===== src/design/rcfp_pkg.sv =====
// Shared types and constants for the RC channel frame parser.
`default_nettype none

package rcfp_pkg;

  // Frame layout of a packed RC channels frame.
  localparam int NUM_CHANNELS    = 16;
  localparam int CHANNEL_BITS    = 11;
  localparam int MIN_FRAME_BYTES = 5;
  localparam int PAYLOAD_OFFSET  = 3;
  localparam int PAYLOAD_END     = PAYLOAD_OFFSET + (NUM_CHANNELS * CHANNEL_BITS) / 8;

  // Widths of the unpacking datapath.
  localparam int CHAN_IDX_W = 4;
  localparam int POS_W      = 5;
  localparam int ACC_W      = CHANNEL_BITS - 1 + 8;
  localparam int NBITS_W    = 5;

  // Frames that may be decoded but not yet fully unpacked.
  localparam int MAX_PENDING = 2;

  // Frame length as seen by the unpacker, saturated: it only reads offsets below 31.
  localparam logic [POS_W-1:0] MAX_LEN = '1;

  // One decoded frame handed from the front to the unpacker.
  typedef struct packed {
    logic             bank;
    logic [POS_W-1:0] len;
  } job_t;

  // Frame store read request from the unpacker.
  typedef struct packed {
    logic             en;
    logic             bank;
    logic [POS_W-1:0] pos;
  } rd_req_t;

endpackage

`default_nettype wire


===== src/design/rcfp_byte_if.sv =====
// Byte stream channel: one received byte and its microsecond time per transaction.
`default_nettype none

interface rcfp_byte_if;
  logic        valid;
  logic        ready;
  logic [7:0]  rx_byte;
  logic [31:0] time_us;

  modport source (output valid, output rx_byte, output time_us, input ready);
  modport sink (input valid, input rx_byte, input time_us, output ready);
endinterface

`default_nettype wire


===== src/design/rcfp_chan_if.sv =====
// Channel result stream: one unpacked RC channel value per transaction.
`default_nettype none

interface rcfp_chan_if;
  logic        valid;
  logic        ready;
  logic [3:0]  channel_index;
  logic [10:0] channel_value;
  logic        last_channel;

  modport source (output valid, output channel_index, output channel_value,
                  output last_channel, input ready);
  modport sink (input valid, input channel_index, input channel_value,
                input last_channel, output ready);
endinterface

`default_nettype wire


===== src/design/rcfp_front.sv =====
// Byte intake: gap detection, double-banked frame store and frame recognition.
`default_nettype none

module rcfp_front #(
  parameter int STORE_BYTES = 64
) (
  input  wire logic            clk,
  input  wire logic            rst,
  rcfp_byte_if.sink            rx,
  input  wire logic [30:0]     gap_threshold_us,
  input  wire logic [7:0]      wanted_frame_type,
  output logic                 push,
  output rcfp_pkg::job_t       job,
  input  wire logic            release_job,
  input  wire rcfp_pkg::rd_req_t rd_req,
  output logic [7:0]           rd_data
);
  import rcfp_pkg::*;

  localparam int AW = $clog2(STORE_BYTES);
  localparam int CW = $clog2(STORE_BYTES + 1);

  logic [7:0]    store [2**(AW+1)];
  logic [CW-1:0] byte_count;
  logic [CW-1:0] cnt_base;
  logic [CW-1:0] cnt_new;
  logic [31:0]   last_time;
  logic [31:0]   diff;
  logic          gap;
  logic          write_ok;
  logic [7:0]    hdr_len;
  logic [7:0]    hdr_type;
  logic [7:0]    len_new;
  logic [7:0]    type_new;
  logic          wbank;
  logic [1:0]    pending;
  logic          accept;
  logic          frame_done;

  // New bytes are refused while both store banks hold frames not yet unpacked.
  assign rx.ready = (pending != 2'(MAX_PENDING));
  assign accept   = rx.valid && rx.ready;

  // A positive wrapped gap above the threshold starts a new frame.
  assign diff     = rx.time_us - last_time;
  assign gap      = !diff[31] && (diff[30:0] > gap_threshold_us);
  assign cnt_base = gap ? '0 : byte_count;
  assign write_ok = (cnt_base < CW'(STORE_BYTES));
  assign cnt_new  = write_ok ? cnt_base + CW'(1) : cnt_base;

  // Header bytes as they stand after this byte is stored.
  assign len_new  = (write_ok && cnt_base == CW'(1)) ? rx.rx_byte : hdr_len;
  assign type_new = (write_ok && cnt_base == CW'(2)) ? rx.rx_byte : hdr_type;

  // Frame recognition on the length and type bytes.
  assign frame_done = accept && (cnt_new >= CW'(MIN_FRAME_BYTES)) &&
                      (10'(cnt_new) == 10'(len_new) + 10'd2) &&
                      (type_new == wanted_frame_type);

  assign push     = frame_done;
  assign job.bank = wbank;
  assign job.len  = (cnt_new > CW'(MAX_LEN)) ? MAX_LEN : POS_W'(cnt_new);

  // Control state: fill count, byte time, bank select and frames in flight.
  always_ff @(posedge clk) begin
    if (rst) begin
      byte_count <= '0;
      last_time  <= '0;
      wbank      <= 1'b0;
      pending    <= '0;
    end else begin
      if (accept) begin
        last_time  <= rx.time_us;
        byte_count <= frame_done ? '0 : cnt_new;
      end
      if (frame_done) begin
        wbank <= ~wbank;
      end
      unique case ({push, release_job})
        2'b10:   pending <= pending + 2'd1;
        2'b01:   pending <= pending - 2'd1;
        default: pending <= pending;
      endcase
    end
  end

  // Header copies so frame checks need no store read.
  always_ff @(posedge clk) begin
    if (accept) begin
      hdr_len  <= len_new;
      hdr_type <= type_new;
    end
  end

  // Frame store: one write port for intake, one registered read port for the unpacker.
  always_ff @(posedge clk) begin
    if (accept && write_ok) begin
      store[{wbank, cnt_base[AW-1:0]}] <= rx.rx_byte;
    end
    if (rd_req.en) begin
      rd_data <= store[{rd_req.bank, AW'(rd_req.pos)}];
    end
  end

`ifndef SYNTH
  a_pending_bound: assert property (@(posedge clk) disable iff (rst)
    pending <= 2'(MAX_PENDING))
    else $error("more frames in flight than store banks");

  a_push_counts: assert property (@(posedge clk) disable iff (rst)
    push |=> pending != '0)
    else $error("decoded frame not counted as in flight");
`endif

endmodule

`default_nettype wire


===== src/design/rcfp_job_fifo.sv =====
// Short queue of decoded frames between intake and unpacker.
`default_nettype none

module rcfp_job_fifo (
  input  wire logic           clk,
  input  wire logic           rst,
  input  wire logic           push,
  input  wire rcfp_pkg::job_t push_job,
  input  wire logic           pop,
  output rcfp_pkg::job_t      head,
  output logic                head_valid
);
  import rcfp_pkg::*;

  localparam int PW = $clog2(MAX_PENDING);

  job_t          entries [MAX_PENDING];
  logic [PW-1:0] wr_ptr;
  logic [PW-1:0] rd_ptr;
  logic [PW:0]   count;

  assign head       = entries[rd_ptr];
  assign head_valid = (count != '0);

  // Pointers and occupancy.
  always_ff @(posedge clk) begin
    if (rst) begin
      wr_ptr <= '0;
      rd_ptr <= '0;
      count  <= '0;
    end else begin
      if (push) begin
        wr_ptr <= wr_ptr + PW'(1);
      end
      if (pop) begin
        rd_ptr <= rd_ptr + PW'(1);
      end
      unique case ({push, pop})
        2'b10:   count <= count + (PW+1)'(1);
        2'b01:   count <= count - (PW+1)'(1);
        default: count <= count;
      endcase
    end
  end

  // Entry storage.
  always_ff @(posedge clk) begin
    if (push) begin
      entries[wr_ptr] <= push_job;
    end
  end

endmodule

`default_nettype wire


===== src/design/rcfp_back.sv =====
// Unpacker: reads payload bytes one at a time and emits 11-bit channel values.
`default_nettype none

module rcfp_back (
  input  wire logic           clk,
  input  wire logic           rst,
  input  wire rcfp_pkg::job_t head,
  input  wire logic           head_valid,
  output logic                pop,
  output rcfp_pkg::rd_req_t   rd_req,
  input  wire logic [7:0]     rd_data,
  output logic                release_job,
  rcfp_chan_if.source         chan
);
  import rcfp_pkg::*;

  typedef enum logic [1:0] {
    S_IDLE,
    S_READ,
    S_LOAD,
    S_EMIT
  } state_t;

  state_t                state;
  logic                  bank;
  logic [POS_W-1:0]      len;
  logic [POS_W-1:0]      pos;
  logic [ACC_W-1:0]      acc;
  logic [NBITS_W-1:0]    nbits;
  logic [CHAN_IDX_W-1:0] ch;
  logic                  out_valid;
  logic [CHAN_IDX_W-1:0] out_index;
  logic [10:0]           out_value;
  logic                  out_last;
  logic                  slot_free;
  logic                  emit;
  logic [7:0]            byte_v;

  assign chan.valid         = out_valid;
  assign chan.channel_index = out_index;
  assign chan.channel_value = out_value;
  assign chan.last_channel  = out_last;

  // The output register may be refilled when empty or being taken this cycle.
  assign slot_free   = !out_valid || chan.ready;
  assign emit        = (state == S_EMIT) && (nbits >= NBITS_W'(CHANNEL_BITS)) && slot_free;
  assign release_job = emit && (ch == CHAN_IDX_W'(NUM_CHANNELS - 1));
  assign pop         = (state == S_IDLE) && head_valid;

  assign rd_req.en   = (state == S_READ);
  assign rd_req.bank = bank;
  assign rd_req.pos  = pos;

  // Bytes beyond the received length read as zero.
  assign byte_v = (pos < len) ? rd_data : 8'd0;

  // Sequencer and output register.
  always_ff @(posedge clk) begin
    if (rst) begin
      state     <= S_IDLE;
      out_valid <= 1'b0;
    end else begin
      // A channel taken this cycle empties the register unless the next one replaces it.
      if (out_valid && chan.ready && !emit) begin
        out_valid <= 1'b0;
      end
      unique case (state)
        S_IDLE: begin
          if (head_valid) begin
            bank  <= head.bank;
            len   <= head.len;
            pos   <= POS_W'(PAYLOAD_OFFSET);
            acc   <= '0;
            nbits <= '0;
            ch    <= '0;
            state <= S_READ;
          end
        end
        S_READ: begin
          state <= S_LOAD;
        end
        S_LOAD: begin
          acc   <= acc | (ACC_W'(byte_v) << nbits);
          nbits <= nbits + NBITS_W'(8);
          pos   <= pos + POS_W'(1);
          state <= S_EMIT;
        end
        S_EMIT: begin
          if (nbits < NBITS_W'(CHANNEL_BITS)) begin
            state <= S_READ;
          end else if (slot_free) begin
            out_valid <= 1'b1;
            out_index <= ch;
            out_value <= acc[CHANNEL_BITS-1:0];
            out_last  <= release_job;
            acc       <= acc >> CHANNEL_BITS;
            nbits     <= nbits - NBITS_W'(CHANNEL_BITS);
            ch        <= ch + CHAN_IDX_W'(1);
            if (release_job) begin
              state <= S_IDLE;
            end
          end
        end
        default: state <= S_IDLE;
      endcase
    end
  end

`ifndef SYNTH
  a_frame_consumed: assert property (@(posedge clk) disable iff (rst)
    release_job |-> (nbits == NBITS_W'(CHANNEL_BITS)) && (pos == POS_W'(PAYLOAD_END)))
    else $error("frame finished with payload bits left over");

  a_acc_bound: assert property (@(posedge clk) disable iff (rst)
    (state == S_EMIT) |-> nbits <= NBITS_W'(ACC_W))
    else $error("bit accumulator overflow");
`endif

endmodule

`default_nettype wire


===== src/design/rc_channel_frame_parser.sv =====
// Top level of the RC channel frame parser: configuration registers and unit wiring.
// With the unpacker idle, the first channel of a frame follows the byte that completes it
// through the job queue and two payload byte reads, each in a read and a load state.
// Throughput: one byte per cycle; byte intake stalls only while two decoded frames are not
// yet fully unpacked. The unpacker holds one frame at a time: it takes it, reads each of the
// 22 payload bytes in a read and a load state and emits each channel once the output is free.
// Reset: synchronous; registers return to 1000 us and type 22; the store is not cleared.
`default_nettype none

module rc_channel_frame_parser #(
  parameter int STORE_BYTES = 64
) (
  input  wire logic        clk,
  input  wire logic        rst,
  rcfp_byte_if.sink        rx,
  rcfp_chan_if.source      chan,
  input  wire logic        psel,
  input  wire logic        penable,
  input  wire logic        pwrite,
  input  wire logic [2:0]  paddr,
  input  wire logic [31:0] pwdata,
  output logic [31:0]      prdata,
  output logic             pready
);
  import rcfp_pkg::*;

  localparam logic REG_GAP  = 1'b0;
  localparam logic REG_TYPE = 1'b1;

  logic [30:0] gap_threshold_us;
  logic [7:0]  wanted_frame_type;
  logic        push;
  logic        pop;
  logic        head_valid;
  logic        release_job;
  logic [7:0]  rd_data;
  job_t        job;
  job_t        head;
  rd_req_t     rd_req;

  assign pready = 1'b1;

  // Configuration writes complete in the access phase.
  always_ff @(posedge clk) begin
    if (rst) begin
      gap_threshold_us  <= 31'd1000;
      wanted_frame_type <= 8'd22;
    end else if (psel && penable && pwrite && pready) begin
      unique case (paddr[2])
        REG_GAP:  gap_threshold_us  <= pwdata[30:0];
        REG_TYPE: wanted_frame_type <= pwdata[7:0];
        default:  gap_threshold_us  <= gap_threshold_us;
      endcase
    end
  end

  // Register read-back.
  always_comb begin
    unique case (paddr[2])
      REG_GAP:  prdata = {1'b0, gap_threshold_us};
      REG_TYPE: prdata = {24'd0, wanted_frame_type};
      default:  prdata = '0;
    endcase
  end

  rcfp_front #(
    .STORE_BYTES(STORE_BYTES)
  ) u_front (
    .clk              (clk),
    .rst              (rst),
    .rx               (rx),
    .gap_threshold_us (gap_threshold_us),
    .wanted_frame_type(wanted_frame_type),
    .push             (push),
    .job              (job),
    .release_job      (release_job),
    .rd_req           (rd_req),
    .rd_data          (rd_data)
  );

  rcfp_job_fifo u_fifo (
    .clk       (clk),
    .rst       (rst),
    .push      (push),
    .push_job  (job),
    .pop       (pop),
    .head      (head),
    .head_valid(head_valid)
  );

  rcfp_back u_back (
    .clk        (clk),
    .rst        (rst),
    .head       (head),
    .head_valid (head_valid),
    .pop        (pop),
    .rd_req     (rd_req),
    .rd_data    (rd_data),
    .release_job(release_job),
    .chan       (chan)
  );

endmodule

`default_nettype wire


===== src/flat_wrapper.sv =====
// flat-port wrapper written by rule: the top's interface ports become plain ports
module rc_channel_frame_parser_flat import rcfp_pkg::*;
#(
  parameter int STORE_BYTES = 64
)
  (clk, rst, psel, penable, pwrite, paddr, pwdata, prdata, pready, rx_valid, rx_rx_byte, rx_time_us, rx_ready, chan_valid, chan_channel_index, chan_channel_value, chan_last_channel, chan_ready);
  rcfp_byte_if rx_i ();
  rcfp_chan_if chan_i ();
  input  wire logic clk;
  input  wire logic rst;
  input  wire logic psel;
  input  wire logic penable;
  input  wire logic pwrite;
  input  wire logic [2:0] paddr;
  input  wire logic [31:0] pwdata;
  output logic [31:0] prdata;
  output logic pready;
  input wire logic [$bits(rx_i.valid)-1:0] rx_valid;
  input wire logic [$bits(rx_i.rx_byte)-1:0] rx_rx_byte;
  input wire logic [$bits(rx_i.time_us)-1:0] rx_time_us;
  output wire logic [$bits(rx_i.ready)-1:0] rx_ready;
  output wire logic [$bits(chan_i.valid)-1:0] chan_valid;
  output wire logic [$bits(chan_i.channel_index)-1:0] chan_channel_index;
  output wire logic [$bits(chan_i.channel_value)-1:0] chan_channel_value;
  output wire logic [$bits(chan_i.last_channel)-1:0] chan_last_channel;
  input wire logic [$bits(chan_i.ready)-1:0] chan_ready;
  assign rx_i.valid = rx_valid;
  assign rx_i.rx_byte = rx_rx_byte;
  assign rx_i.time_us = rx_time_us;
  assign rx_ready = rx_i.ready;
  assign chan_valid = chan_i.valid;
  assign chan_channel_index = chan_i.channel_index;
  assign chan_channel_value = chan_i.channel_value;
  assign chan_last_channel = chan_i.last_channel;
  assign chan_i.ready = chan_ready;
  rc_channel_frame_parser #(.STORE_BYTES(STORE_BYTES)) u_core (.clk(clk), .rst(rst), .rx(rx_i), .chan(chan_i), .psel(psel), .penable(penable), .pwrite(pwrite), .paddr(paddr), .pwdata(pwdata), .prdata(prdata), .pready(pready));
endmodule

===== config.mk =====
export PLATFORM = sky130hd
export DESIGN_NAME = rc_channel_frame_parser_flat
export DESIGN_NICKNAME = d
export VERILOG_FILES = /design/src/design/rcfp_pkg.sv /design/src/design/rcfp_byte_if.sv /design/src/design/rcfp_chan_if.sv /design/src/design/rcfp_front.sv /design/src/design/rcfp_job_fifo.sv /design/src/design/rcfp_back.sv /design/src/design/rc_channel_frame_parser.sv /design/src/flat_wrapper.sv
export SDC_FILE = /design/constraint.sdc
export NUM_CORES = 1
export LEC_CHECK = 0
export BUFFER_PORTS_ARGS = -buffer_cell sky130_fd_sc_hd__buf_2
export CELL_PAD_IN_SITES_DETAIL_PLACEMENT = 0
export CELL_PAD_IN_SITES_GLOBAL_PLACEMENT = 2
export CORE_MARGIN = 2
export CORE_UTILIZATION = 40
export DETAILED_ROUTE_END_ITERATION = 10
export HOLD_SLACK_MARGIN = 0.03
export PLACE_DENSITY_LB_ADDON = 0.12
export SLEW_MARGIN = 20
export SYNTH_ARGS = -nofsm -noshare
export SYNTH_HDL_FRONTEND = slang
export SYNTH_SLANG_ARGS = --single-unit

===== constraint.sdc =====
create_clock -name clk -period 11.5 [get_ports clk]
set_clock_uncertainty 0.1 [all_clocks]
set_input_delay 2.3 -clock clk [delete_from_list [all_inputs] [get_ports clk]]
set_output_delay 2.3 -clock clk [all_outputs]
set_load 0.01 [all_outputs]

# == Yosys cells after proc, flatten, opt, wreduce, memory -nomap -nowiden ==
# Memory sizes are Yosys's and may differ from the RTL's. A register that Yosys moved wholly into a read port is not among the register bits.
# Cells that the tools add are included.
# word_totals
reg_bits,152
latch_bits,0
mem_bits_rw,1036
rom_bits,0
inputBits,82
out_inout_bits,51
memories,2
# op_classes
add_sub_neg,13
multipliers,0
div_mod_pow,0
magnitude_cmp,7
n_eq_ne,18
shifts,1
mux,37
n_bitwise,5
reduce_logical,35
# mem_list
memory,depth,width,read_ports,rd_ports_with_merged_regs,write_ports,line,source
u_core.u_front.store,128,8,1,1,1,rcfp_front.sv:23,logic [7:0] store [2**(AW+1)];
u_core.u_fifo.entries,2,6,1,1,1,rcfp_job_fifo.sv:17,job_t entries [MAX_PENDING];
# op_table
cell,count
32-bit one-hot mux with 2 select lines,1
18-bit two-way mux,3
18-bit one-hot mux with 3 select lines,1
32-bit subtractor,1
31-bit greater-than comparator,1
5-bit two-way mux,5
8-bit two-way mux,3
7-bit two-way mux,3
18-bit OR,1
8-bit by 5-bit left shift with 18-bit output,1
1-bit logical AND,16
5-bit one-hot mux with 3 select lines,1
4-bit two-way mux,3
5-bit one-hot mux with 2 select lines,1
5-bit AND reduction,2
2-bit nonzero test,5
8-bit by 2-bit adder with 9-bit output (second input constant),1
7-bit by 9-bit equality test with 1-bit output,1
3-bit AND reduction,3
2-bit equality test (second input constant),4
8-bit equality test,1
1-bit two-way mux,8
2-bit two-way mux,4
2-bit != test (second input constant),4
30 further kinds,42

# == Longest topological paths before layout ==
# Gate-level depths: netlist of the first run.
# logic_depth
depth_word,13
ltp_mapped,48

# == Cells and area by module ==
# Synthesis of the first run repeated with hierarchy kept, for this count alone.
# hier_totals
cells_unflattened,2072
area_unflattened_um2,31224.9
# modules_own_cells
mod,instances,cells_per_inst,area_per_inst_um2,seq_area_each_um2
rcfp_front,1,1567,25600.8,16936.2
rcfp_back,1,257,3014.1,1681.6
rc_channel_frame_parser,1,208,1979.4,780.7
rcfp_job_fifo,1,40,630.6,460.4

# == Worst setup path after synthesis of the first run ==
# Ideal clock, no wire load.
# synth_path
path_type,input to register
from,input port rx_time_us[4]
to,register u_core.u_fifo.count[1]
arrival_time_ps,10723
required_time_ps,11330
setup_slack_ps,607
cell_stages,43
n_path_buf,5
cell_sequence,ha_1 > a21o_1 > or3_1 > o211ai_1 > a21oi_1 > o21bai_1 > a21o_1 > a21oi_1 > o31a_1 > o21a_1 > o21ai_0 > nand2_1 > o311a_1 > ha_1 > nand4_1 > nor3_1 > o41a_1 > o21ai_0 > [7 not listed] > clkbuf_1 > nand2_1 > nand2_1 > mux2i_1 > inv_1 > ha_1 > nand2b_1 > nand3_1 > o21ai_0 > a211oi_1 > mux2i_1 > a2bb2oi_1 > nor4b_1 > nand3_1 > or4_1 > ha_1 > or3_1 > a21oi_1
# synth_via
elab_chain_cells,13
elab_cells_between_ends,25
classes_between,add/sub (3); order compare (3); eq/ne (6); mux (5); reduce/logical (8)
# synth_lines
element,line,source
from (decl),flat_wrapper.sv:20,input wire logic [$bits(rx_i.time_us)-1:0] rx_time_us;
32-bit subtractor (*),rcfp_front.sv:45,assign diff = rx.time_us - last_time;
31-bit greater-than comparator / 1-bit zero test (equally long branches),rcfp_front.sv:46,assign gap = !diff[31] && (diff[30:0] > gap_threshold_us);
1-bit logical AND (*),rcfp_front.sv:46,
7-bit two-way mux (*),rcfp_front.sv:47,assign cnt_base = gap ? '0 : byte_count;
7-bit less-than comparator / 7-bit by 1-bit equality test with 1-bit output (equally long branches),"rcfp_front.sv:48, rcfp_front.sv:52",
1-bit logical AND (*),rcfp_front.sv:52,assign len_new = (write_ok && cnt_base == CW'(1)) ? rx.rx_byte : hdr_len;
8-bit two-way mux (*),rcfp_front.sv:52,
named net u_core.u_front.len_new[1],rcfp_front.sv:33,logic [7:0] len_new;
8-bit by 2-bit adder with 9-bit output (*),rcfp_front.sv:57,(10'(cnt_new) == 10'(len_new) + 10'd2) &&
7-bit by 9-bit equality test with 1-bit output (*),rcfp_front.sv:57,
1-bit logical AND (*),rcfp_front.sv:56,assign frame_done = accept && (cnt_new >= CW'(MIN_FRAME_BYTES)) &&
1-bit logical AND (*),rcfp_front.sv:57,
2-bit by 1-bit equality test with 1-bit output / 2-bit equality test (equally long branches),rcfp_job_fifo.sv:38,"unique case ({push, pop})"
2-bit one-hot mux with 2 select lines / 2-bit nonzero test (equally long branches),-,
to (signal assigned),rcfp_job_fifo.sv:39,2'b10: count <= count + (PW+1)'(1);
to (signal assigned),rcfp_job_fifo.sv:40,2'b01: count <= count - (PW+1)'(1);
to (signal assigned),rcfp_job_fifo.sv:41,default: count <= count;
to (decl),rcfp_job_fifo.sv:20,logic [PW:0] count;
# Mark *: on every way through the listed nets, which the timed path passes. The rest lies on a longest branch.
# A chain may end at the register's enable or synchronous reset.

# == Final worst setup path of the first run ==
# layout_path
from,input port rx_time_us[4]
to,register u_core.u_front.pending[1]
# layout_via
elab_chain_cells,13
elab_cells_between_ends,25
classes_between,add/sub (3); order compare (3); eq/ne (6); mux (5); reduce/logical (8)
# layout_lines
element,line,source
32-bit subtractor (*),rcfp_front.sv:45,
31-bit greater-than comparator / 1-bit zero test (equally long branches),rcfp_front.sv:46,
1-bit logical AND (*),rcfp_front.sv:46,
7-bit two-way mux (*),rcfp_front.sv:47,
7-bit less-than comparator / 7-bit by 1-bit equality test with 1-bit output (equally long branches),"rcfp_front.sv:48, rcfp_front.sv:52",
1-bit logical AND (*),rcfp_front.sv:52,
8-bit two-way mux (*),rcfp_front.sv:52,
named net u_core.u_front.len_new[1],rcfp_front.sv:33,
8-bit by 2-bit adder with 9-bit output (*),rcfp_front.sv:57,
7-bit by 9-bit equality test with 1-bit output (*),rcfp_front.sv:57,
1-bit logical AND (*),rcfp_front.sv:56,
1-bit logical AND (*),rcfp_front.sv:57,
2-bit by 1-bit equality test with 1-bit output / 2-bit equality test (equally long branches),rcfp_front.sv:79,"unique case ({push, release_job})"
2-bit one-hot mux with 2 select lines / 2-bit nonzero test (equally long branches),-,
to (signal assigned),rcfp_front.sv:80,2'b10: pending <= pending + 2'd1;
to (signal assigned),rcfp_front.sv:81,2'b01: pending <= pending - 2'd1;
to (signal assigned),rcfp_front.sv:82,default: pending <= pending;
to (decl),rcfp_front.sv:36,logic [1:0] pending;
# Marks and branches as above.

==> results of run 1 <==
final cells by class:
type	count	area (µm²)	share of cell area
sequential	690	19840	0.5626
multi-input combinational	1460	10320	0.2927
clock buffer	98	2068	0.05865
tap	1030	1289	0.03655
timing repair buffer	167	950.9	0.02697
clock inverter	40	415.4	0.01178
inverter	101	379.1	0.01075
cells by family after synthesis:
group / share of synthesized area
mux: 0.1058
fa+ha+maj: 0.03381
compound gates: 0.08343
simple gates: 0.09253
buf+inv: 0.02633
xor+xnor: 0.01666
flops: 0.6412
other cells: 0.0002427
cell usage in the layout (no fill, tap or decap), types with 36 or more instances in the layout:
cell | Yosys | final
clkbuf_16 | 0 | 79
inv_1 | 101 | 100
ha_1 | 82 | 82
nor2_1 | 243 | 242
o21ai_0 | 94 | 93
nand2_1 | 254 | 252
edfxtp_1 | 602 | 602
a21oi_1 | 162 | 162
buf_4 | 3 | 40
mux4_2 | 72 | 72
o22ai_1 | 36 | 36
buf_2 | 3 | 126
mux2i_1 | 142 | 142
dfxtp_1 | 88 | 88
Yosys cell counts, drive strengths merged (9+ instances only):
| library cell | instances | area [µm²] |
|---|---|---|
| a21o | 18 | 135.1 |
| a21oi | 162 | 810.8 |
| and2 | 9 | 56.30 |
| and3 | 12 | 75.07 |
| buf | 39 | 168.9 |
| clkbuf | 71 | 266.5 |
| dfxtp | 88 | 1762 |
| edfxtp | 602 | 18080 |
| ha | 82 | 1026 |
| inv | 101 | 379.1 |
| mux2 | 20 | 229.0 |
| mux2i | 142 | 1421 |
| mux4 | 72 | 1622 |
| nand2 | 254 | 953.4 |
| nand2b | 22 | 137.6 |
| nand3 | 35 | 175.2 |
| nand3b | 10 | 75.07 |
| nand4 | 10 | 62.56 |
| nor2 | 243 | 912.1 |
| nor2b | 18 | 112.6 |
| nor3 | 19 | 95.09 |
| o21ai | 99 | 503.0 |
| o221ai | 33 | 289.0 |
| o22ai | 36 | 225.2 |
| xnor2 | 27 | 244.0 |
| xor2 | 31 | 271.5 |
worst max-delay path: cells and delay by family:
kind                       cells  cell delay [ns]
muxes                          2             0.33
adders and majority gates      5             1.61
AOI/OAI and AO/OA             17             3.59
buffers and inverters          4             0.44
and+or+nand+nor               13             3.03
sequential cells by signal, summed over array words and instances (netlist names), 2 cells and up:
register and count:
u_core.u_fifo.entries 12, u_core.u_back.chan.channel_index 4, u_core.u_back.nbits 5, u_core.u_front.hdr_len 8, u_core.u_front.hdr_type 8, u_core.u_back.pos 5, u_core.wanted_frame_type 8, u_core.u_front.last_time 32
u_core.u_back.ch 4, u_core.u_front.pending 2, u_core.u_back.len 5, u_core.u_front.byte_count 7, u_core.u_fifo.count 2, u_core.u_back.chan.channel_value 11, u_core.gap_threshold_us 31, u_core.u_back.state 2
u_core.u_front.rd_data 8, u_core.u_back.acc 18, u_core.u_front.store 512
per-layer routing:
layer | global-route usage | vias to the layer above | wire, µm
li1 | - | 9077 | -
met1 | 0.2673 | 9386 | 35140
met2 | 0.3249 | 361 | 37480
met3 | 0.03073 | 95 | 3317
met4 | 0.04528 | 0 | 1317
met5 | 0 | - | 0
power breakdown:
part,leakage [nW],switching [mW],internal (mW),total [mW]
logic,5.53,0.337,0.194,0.531
clock network,1.20,0.998,1.43,2.43
registers,6.14,0.0277,2.76,2.79
worst max path at each step:
| stage | startpoint | endpoint | slack [ns] | cells after the start |
|---|---|---|---|---|
| floorplan | rx_time_us[4] | u_core.u_fifo.count[1] | 0.61 | 43 |
| global placement | rx_time_us[0] | u_core.u_front.pending[1] | -0.03 | 45 |
| detailed placement | rx_time_us[0] | u_core.u_front.pending[1] | -0.24 | 43 |
| CTS | rx_time_us[0] | u_core.u_front.pending[1] | 0.40 | 43 |
| global route | rx_time_us[4] | u_core.u_fifo.count[1] | 0.005 | 41 |
| finish | rx_time_us[4] | u_core.u_front.pending[1] | 0.60 | 41 |
==> run metrics, run 1 <==
Setup WS post-layout 0.5969 ns; Synth Warn # 0; crit path max-delay cell type or4_1; Cell variety after synth 72; detailed-route DRC error count 0; Num CTS Buffers 78; remaining global-route overflow 0; Mapped Area 30,940 µm²; drt first pass iters 7; CTS tree built; total power 5.754 mW; Reg2Reg Depth 41; worst hold start u_core.u_front.last_time[23]; setup slack, reg-to-reg 2.03 ns; CP Launch Type input pin; die span in x 282.1 µm; pin count of the biggest net entering global routing 116; Total Wirelength 77,260 µm; via count 18,920; reg2reg start u_core.u_front.last_time[4]; Die Area 79,590 µm²; CTS hold repair buffers 0; Tmin final 10.90 ns; dpl cell area 32,770 µm²; post_cts resized 0; Final #Nets 2,663; Mapped Cells 2,361; max_cap viols 0; Setup crit end kind flop; Max VDD drop 0.0001090 V; crit-path most repeated cell ha_1; sequential area share after synthesis 0.6412; Slew headroom 0.3129; FILL cells 6,881; WL per Instance 21.54 µm; Fmax 91.72 MHz; # diodes 0; Fin. Hold Viols 0; Setup Viol. Count Final 0; pre-CTS WS -0.2380 ns; Leak Pwr 12.88 nW; max-slew violation count 0; Layout Utilization 0.4628; Worst path max stage delay 0.69 ns; DR vias/cell 5.276; effective utilization at floorplan 0.4060; input/output buffers 127; number of antenna-violating nets in the routed design 0; Worst Path Class, Setup input pin to flop; WHS Endpoint u_core.u_front.last_time[23]; status finished clean; Req. time, crit path 11.94 ns; EDFF count, synth 602; first-pass GRT wire length 115,600 µm; Clock Latency Late Sink 0.62 ns; Area growth, synth to finish 13.98%; pwr dens 163.2 nW/µm²; GR Util All Layers 0.1945; setup TNS 0 ns; row cnt 101; DRT iter0 DRCs 1,280; layout cell share with drive strength beyond 1 0.1483; prevailing post-synth register cell edfxtp_1; Synth async-reset ratio 0; Hold Path Class flop to flop; WP data arrival 11.34 ns; RD Place Congestion 0.7943; Hold Slack 0.3535 ns; crit path max fanout 10; hold-critical path depth 2; Post-DP HPWL 49,550 µm; Post-CTS Setup Bufs 0; Placed Cells 3,448; Reg-to-Reg End u_core.u_front.pending[1]; Worst Max-Slew Pin Slew 1.029 ns; total core area 76,200 µm²; vias in the first global route 18,740; clk sink count 690; Post-Syn Nets 2,526; post-route cell area 35,260 µm²; antenna violations before repair 0; htree depth 3; Max Root-Sink Buffers 3; Final period util 0.9481; syn_area_per_cell 13.10 µm²; Clk pin slew, worst setup/hold paths 0.05 ns; Yosys reg bits 690; CTS root buf clkbuf_16; Chip Height 282.1 µm; non-filler cells, final 3,586; RSZ-0062 raised after global routing no; Top Ports 133
(Power assumes the default switching activity.)
==> inputs of run 2 (changes only) <==
--- a/config.mk
+++ b/config.mk
@@ -14,4 +14,5 @@
 export HOLD_SLACK_MARGIN = 0.03
 export PLACE_DENSITY_LB_ADDON = 0.12
+export SETUP_SLACK_MARGIN = 0.1
 export SLEW_MARGIN = 20
 export SYNTH_ARGS = -nofsm -noshare
==> constraint.sdc (replaced) <==
create_clock -name clk -period 11.5 [get_ports clk]
set_clock_uncertainty 0.1 [all_clocks]
set_input_delay 1.725 -clock clk [delete_from_list [all_inputs] [get_ports clk]]
set_output_delay 1.725 -clock clk [all_outputs]
set_load 0.01 [all_outputs]
==> run 2 against run 1 <==
Compared with the run above: final cell count down 0.11%; routed wire length increased by 0.45%; register-to-register slack got worse by 0.27 ns; maximum frequency grew 2.7%; global-route usage is 0.14 points higher; highest routed layer unchanged; sequential power is essentially flat; clock power hardly changed; sequential share of layout area is 0.10 points higher; worst setup slack better by 0.29 ns; worst hold slack lost 0.0082 ns; via count increased by 0.39%.
==> run metrics, run 2 (synthesis results as in run 1) <==
number of antenna-violating nets in the routed design 0 (unchanged); Chip Height 282.1 µm (unchanged); htree depth 3 (unchanged); Leak Pwr 12.84 nW (-0.26%); Hold Path Class flop to flop; clk sink count 690 (unchanged); post-route cell area 35,200 µm² (-0.18%); Layout Utilization 0.4619 (-0.0008210); max-slew violation count 0 (unchanged); die span in x 282.1 µm (unchanged); CTS root buf clkbuf_16; DRT iter0 DRCs 1,389 (+8.5%); Clock Latency Late Sink 0.63 ns (about the same); Req. time, crit path 11.94 ns (about the same); Clk pin slew, worst setup/hold paths 0.06 ns (about the same); Max VDD drop 0.0001073 V (-1.5%); Switching Fraction 0.2401 (+0.003363); total power 5.747 mW (-0.12%); Final #Nets 2,652 (-0.41%); pwr dens 163.3 nW/µm² (about the same); Max Root-Sink Buffers 3 (unchanged); Worst path max stage delay 0.66 ns (-0.03 ns); Fmax 94.19 MHz (+2.7%); Worst Max-Slew Pin Slew 1.038 ns (+0.009373 ns); row cnt 101 (unchanged); number of flip-flops under the largest register name 512 (unchanged); most frequent cells in the layout edfxtp_1 (602), nand2_1 (252), nor2_1 (242), a21oi_1 (162), mux2i_1 (142); dpl cell area 32,700 µm² (-0.23%); Fin. Hold Viols 0 (unchanged); Num CTS Buffers 77 (-1.3%); detailed-route DRC error count 0 (unchanged); crit path max-delay cell type or4_1; Worst Path Class, Setup input pin to flop; Final period util 0.9232 (-0.02489); vias in the first global route 19,030 (+1.5%); total core area 76,200 µm² (unchanged); remaining global-route overflow 0 (unchanged); Area growth, synth to finish 13.78%; Top Ports 133 (unchanged); GR Util All Layers 0.1959 (+0.001378); Tmin final 10.62 ns (-0.2862 ns); FILL cells 6,865 (-0.23%); internal power 4.367 mW (-0.56%); RSZ-0062 raised after global routing no; Comb power frac 0.092 (about the same); Post-DP HPWL 49,810 µm (+0.53%); WP data arrival 11.06 ns (-0.28 ns); first-pass GRT wire length 116,400 µm (+0.74%); layout cell share with drive strength beyond 1 0.1462 (-0.002061); Total Wirelength 77,610 µm (+0.45%); Placed Cells 3,438 (-0.29%); Hold Slack 0.3454 ns (-0.008152 ns); Setup Viol. Count Final 0 (unchanged); Slew headroom 0.3066 (-0.006262); area taken by multi-input logic gates 10,320 µm² (about the same); CP Launch Type input pin; drt first pass iters 5 (-2); pin count of the biggest net entering global routing 115 (-0.86%); crit path max fanout 10 (unchanged); Clock power frac 0.423 (about the same); pre-CTS WS 0.2071 ns (+0.4451 ns); Die Area 79,590 µm² (unchanged); Psw 1.380 mW (+1.3%); non-filler cells, final 3,582 (-0.11%); antenna violations before repair 0 (unchanged); Setup crit end kind flop; CTS hold repair buffers 0 (unchanged); Setup WS post-layout 0.8831 ns (+0.2862 ns); CTS tree built; effective utilization at floorplan 0.4060 (unchanged); post_cts resized 0 (unchanged); Post-CTS Setup Bufs 0 (unchanged); setup TNS 0 ns (unchanged); max_cap viols 0 (unchanged); Sequential Power Share 0.486 (about the same); status finished clean; commonest non-fill, non-tap cell in the layout edfxtp_1; RD Place Congestion 0.8012 (+0.87%); Reg area 19,840 µm² (unchanged); input/output buffers 127 (unchanged); DR vias/cell 5.302 (+0.50%); via count 18,990 (+0.39%); WL per Instance 21.67 µm (+0.57%)
run 2: changes by cell type in the layout (fill, tap and decap cells not counted), sizes merged:
cell,delta
buf,-10
bufinv,-1
clkbuf,-2
clkinv,+5
diode,+1
inv,+3
run 2: path summary, 6_finish.rpt:
kind,startpoint,end,slack [ns],depth (start not counted)
min reg2reg,u_core.u_back.acc[1],u_core.u_back.chan.channel_value[1],0.35,0
max,rx_time_us[0],u_core.u_fifo.count[1],0.88,44
min,u_core.u_back.acc[1],u_core.u_back.chan.channel_value[1],0.35,0
max reg2reg,u_core.u_front.last_time[2],u_core.u_fifo.count[1],1.76,42
run 2: routing by layer:
layer,wire (µm),vias up,track usage
li1,-,9058,-
met1,34810,9406,0.2625
met2,37220,419,0.3265
met3,3658,109,0.03230
met4,1914,0,0.06165
met5,0,-,0
run 2: layout make-up:
cell class	count	area share
diodes	1	0.00007109
clock buffers	96	0.05826
clock inverters	47	0.01269
inverters	101	0.01077
multi-input cells	1460	0.2931
flip-flops and latches	690	0.5636
well taps	1030	0.03661
repair buffers	157	0.02488
run 2: power groups by stage:
stage / Sequential, mW / Combinational (mW) / Clock [mW]
final: 2.79 / 0.526 / 2.43
after global routing: 2.80 / 0.591 / 2.58
after CTS: 2.79 / 0.533 / 2.49
after detailed placement: 2.85 / 0.531 / 0
after global placement: 2.84 / 0.526 / 0
after floorplan: 2.83 / 0.349 / 0
run 2: critical path: cells and delay by family:
| family | cells | cell delay, ns |
|---|---|---|
| muxes | 2 | 0.33 |
| and+or+nand+nor | 13 | 2.94 |
| adders and majority gates | 6 | 1.64 |
| xor gates and xnor gates | 1 | 0.17 |
| AOI/OAI and AO/OA | 16 | 3.57 |
| buffers and inverters | 6 | 0.66 |
==> inputs of run 3 (changes only) <==
- REMOVE_ABC_BUFFERS: not set -> 1
==> run 3 against run 2 <==
Compared with the run above: non-clock buffer count increased by 1; power decreased by 0.11%; die area unchanged; flip-flop and latch count unchanged; design area about the same; routed wire length increased by 0.32%; via count increased by 0.28%; sequential share of layout area about the same; register-to-register slack improved by 0.14 ns; worst setup slack improved by 0.12 ns; highest routed layer unchanged.
==> run metrics, run 3 (synthesis results as in run 1) <==
status finished clean; dpl cell area 32,710 µm² (about the same); clk sink count 690 (unchanged); Slew headroom 0.3100 (+0.003347); pre-CTS WS 0.1116 ns (-0.09552 ns); post-route cell area 35,180 µm² (about the same); Clk pin slew, worst setup/hold paths 0.05 ns (about the same); Max VDD drop 0.00009842 V (-8.3%); Psw 1.363 mW (-1.2%); crit path max-delay cell type or4_1; pin count of the biggest net entering global routing 110 (-4.3%); Final period util 0.9129 (-0.01035); Setup crit start rx_time_us[4]; Top Metal Used met4; WP data arrival 10.91 ns (-0.15 ns); # diodes 0 (-1); remaining global-route overflow 0 (unchanged); max_cap viols 0 (unchanged); number of antenna-violating nets in the routed design 0 (unchanged); Setup WS post-layout 1.002 ns (+0.1190 ns); Fmax 95.26 MHz (+1.1%); wire length on met3 3016 µm (-18%); Sequential Power Share 0.486 (about the same); Top Ports 133 (unchanged); Max Root-Sink Buffers 3 (unchanged); CP Launch Type input pin; Setup crit end kind flop; Fin. Hold Viols 0 (unchanged); effective utilization at floorplan 0.4060 (unchanged); Setup Viol. Count Final 0 (unchanged); crit-path most repeated cell ha_1; Die Area 79,590 µm² (unchanged); RD Place Congestion 0.7841 (-2.1%); die span in x 282.1 µm (unchanged); Total Wirelength 77,860 µm (+0.32%); total core area 76,200 µm² (unchanged); setup slack, reg-to-reg 1.90 ns (+0.14 ns); row cnt 101 (unchanged); DRT iter0 DRCs 1,411 (+1.6%); Final #Nets 2,653 (+0.038%); Leak Pwr 12.83 nW (-0.14%); Worst path max stage delay 0.67 ns (about the same); Worst Path Class, Setup input pin to flop; Clock power frac 0.422 (about the same); CTS tree built; WL per Instance 21.78 µm (+0.55%); DR vias/cell 5.329 (+0.51%); internal power 4.378 mW (+0.24%); antenna violations before repair 0 (unchanged); reg2reg start u_core.u_front.last_time[4]; drt first pass iters 6 (+1); Reg-to-Reg End u_core.u_front.pending[1]; Post-DP HPWL 49,520 µm (-0.57%); CP endpoint u_core.u_front.pending[1]; RSZ-0062 raised after global routing no; layout cell share with drive strength beyond 1 0.1466 (+0.0004023); max-slew violation count 0 (unchanged); number of flip-flops under the largest register name 512 (unchanged); GR Util All Layers 0.1963 (+0.0003701); Chip Height 282.1 µm (unchanged); Num CTS Buffers 77 (unchanged); vias in the first global route 18,830 (-1.1%); met2 routed WL 38,200 µm (+2.6%); Area growth, synth to finish 13.72% (about the same); pwr dens 163.2 nW/µm² (about the same); Worst Max-Slew Pin Slew 1.033 ns (-0.005010 ns); Clock Latency Late Sink 0.62 ns (about the same); commonest non-fill, non-tap cell in the layout edfxtp_1; Hold Path Class flop to flop; via count 19,050 (+0.28%); M1 WL 34,470 µm (-0.98%); Tmin final 10.50 ns (-0.1190 ns); setup TNS 0 ns (unchanged); first-pass GRT wire length 116,700 µm (+0.23%); CTS root buf clkbuf_16; detailed-route DRC error count 0 (unchanged); input/output buffers 127 (unchanged); Req. time, crit path 11.92 ns (-0.02 ns); Reg2Reg Depth 40 (-4.8%); Comb power frac 0.092 (about the same); htree depth 3 (unchanged); Switching Fraction 0.2374 (-0.002703); Layout Utilization 0.4617 (about the same); total power 5.740 mW (-0.11%); crit path max fanout 4 (-6); most frequent cells in the layout edfxtp_1 (602), nand2_1 (252), nor2_1 (242), a21oi_1 (162), mux2i_1 (142)
-- run 3: cell types whose count changed in the layout (fill, tap and decap cells not counted), moves of 2 or more --
| cell | before | now |
|---|---|---|
| clkbuf_1 | 16 | 18 |
| clkinv_1 | 15 | 5 |
| clkinv_2 | 15 | 13 |
| clkinv_8 | 0 | 2 |
| clkinvlp_4 | 4 | 6 |
| inv_16 | 2 | 0 |
| inv_6 | 3 | 0 |
-- run 3: final cells by class --
class | count | area [µm²]
fillers | 6807 | 41020
flip-flops and latches | 690 | 19840
multi-input cells | 1460 | 10320
clock buffers | 98 | 2047
well taps | 1030 | 1289
repair buffers | 158 | 883.3
clock inverters | 37 | 430.4
inverters | 101 | 379.1
-- run 3: worst max-delay path: cells and delay by family --
family,cells,cell delay [ns]
AOI/OAI and AO/OA,19,3.99
and+or+nand+nor,12,2.96
adders and majority gates,5,1.63
muxes,2,0.42
buffers and inverters,2,0.21
-- run 3: power by group through the flow --
stage / clock (mW) / sequential [mW] / combinational, mW
after detailed placement: 0 / 2.84 / 0.535
after global placement: 0 / 2.84 / 0.530
after floorplan: 0 / 2.85 / 0.326
after CTS: 2.48 / 2.79 / 0.537
final: 2.42 / 2.79 / 0.528
after global routing: 2.57 / 2.80 / 0.594
-- run 3: worst min-delay path by stage --
stage | end | start | cells after the start | slack [ns]
floorplan | u_core.u_back.chan.channel_value[0] | u_core.u_back.acc[0] | 0 | 0.32
global placement | u_core.u_back.chan.channel_value[0] | u_core.u_back.acc[0] | 0 | 0.33
detailed placement | u_core.u_back.chan.channel_value[0] | u_core.u_back.acc[0] | 0 | 0.34
CTS | u_core.u_back.chan.channel_value[0] | u_core.u_back.acc[0] | 0 | 0.35
global route | u_core.u_back.chan.channel_value[0] | u_core.u_back.acc[0] | 0 | 0.36
finish | u_core.u_front.last_time[10] | u_core.u_front.last_time[10] | 2 | 0.35
-- run 3: through the flow --
step	hold slack, ns	instances
global placement	0.3332	3439
floorplan	0.3208	2251
global route	0.3593	3574
finish	0.3532	3574
CTS	0.3476	3574
detailed placement	0.3350	3439
-- run 3: repair_timing --
action / CTS / global route
endpoints found under the setup margin: 0 / 8
hold buffers: 0 / 0
setup buffers: 0 / 0
resized for setup: 0 / 1
-- run 3: routing by layer --
layer | up-vias | track usage
met5 | - | 0
met4 | 0 | 0.05878
met3 | 122 | 0.02750
met2 | 397 | 0.3299
met1 | 9470 | 0.2649
li1 | 9057 | -
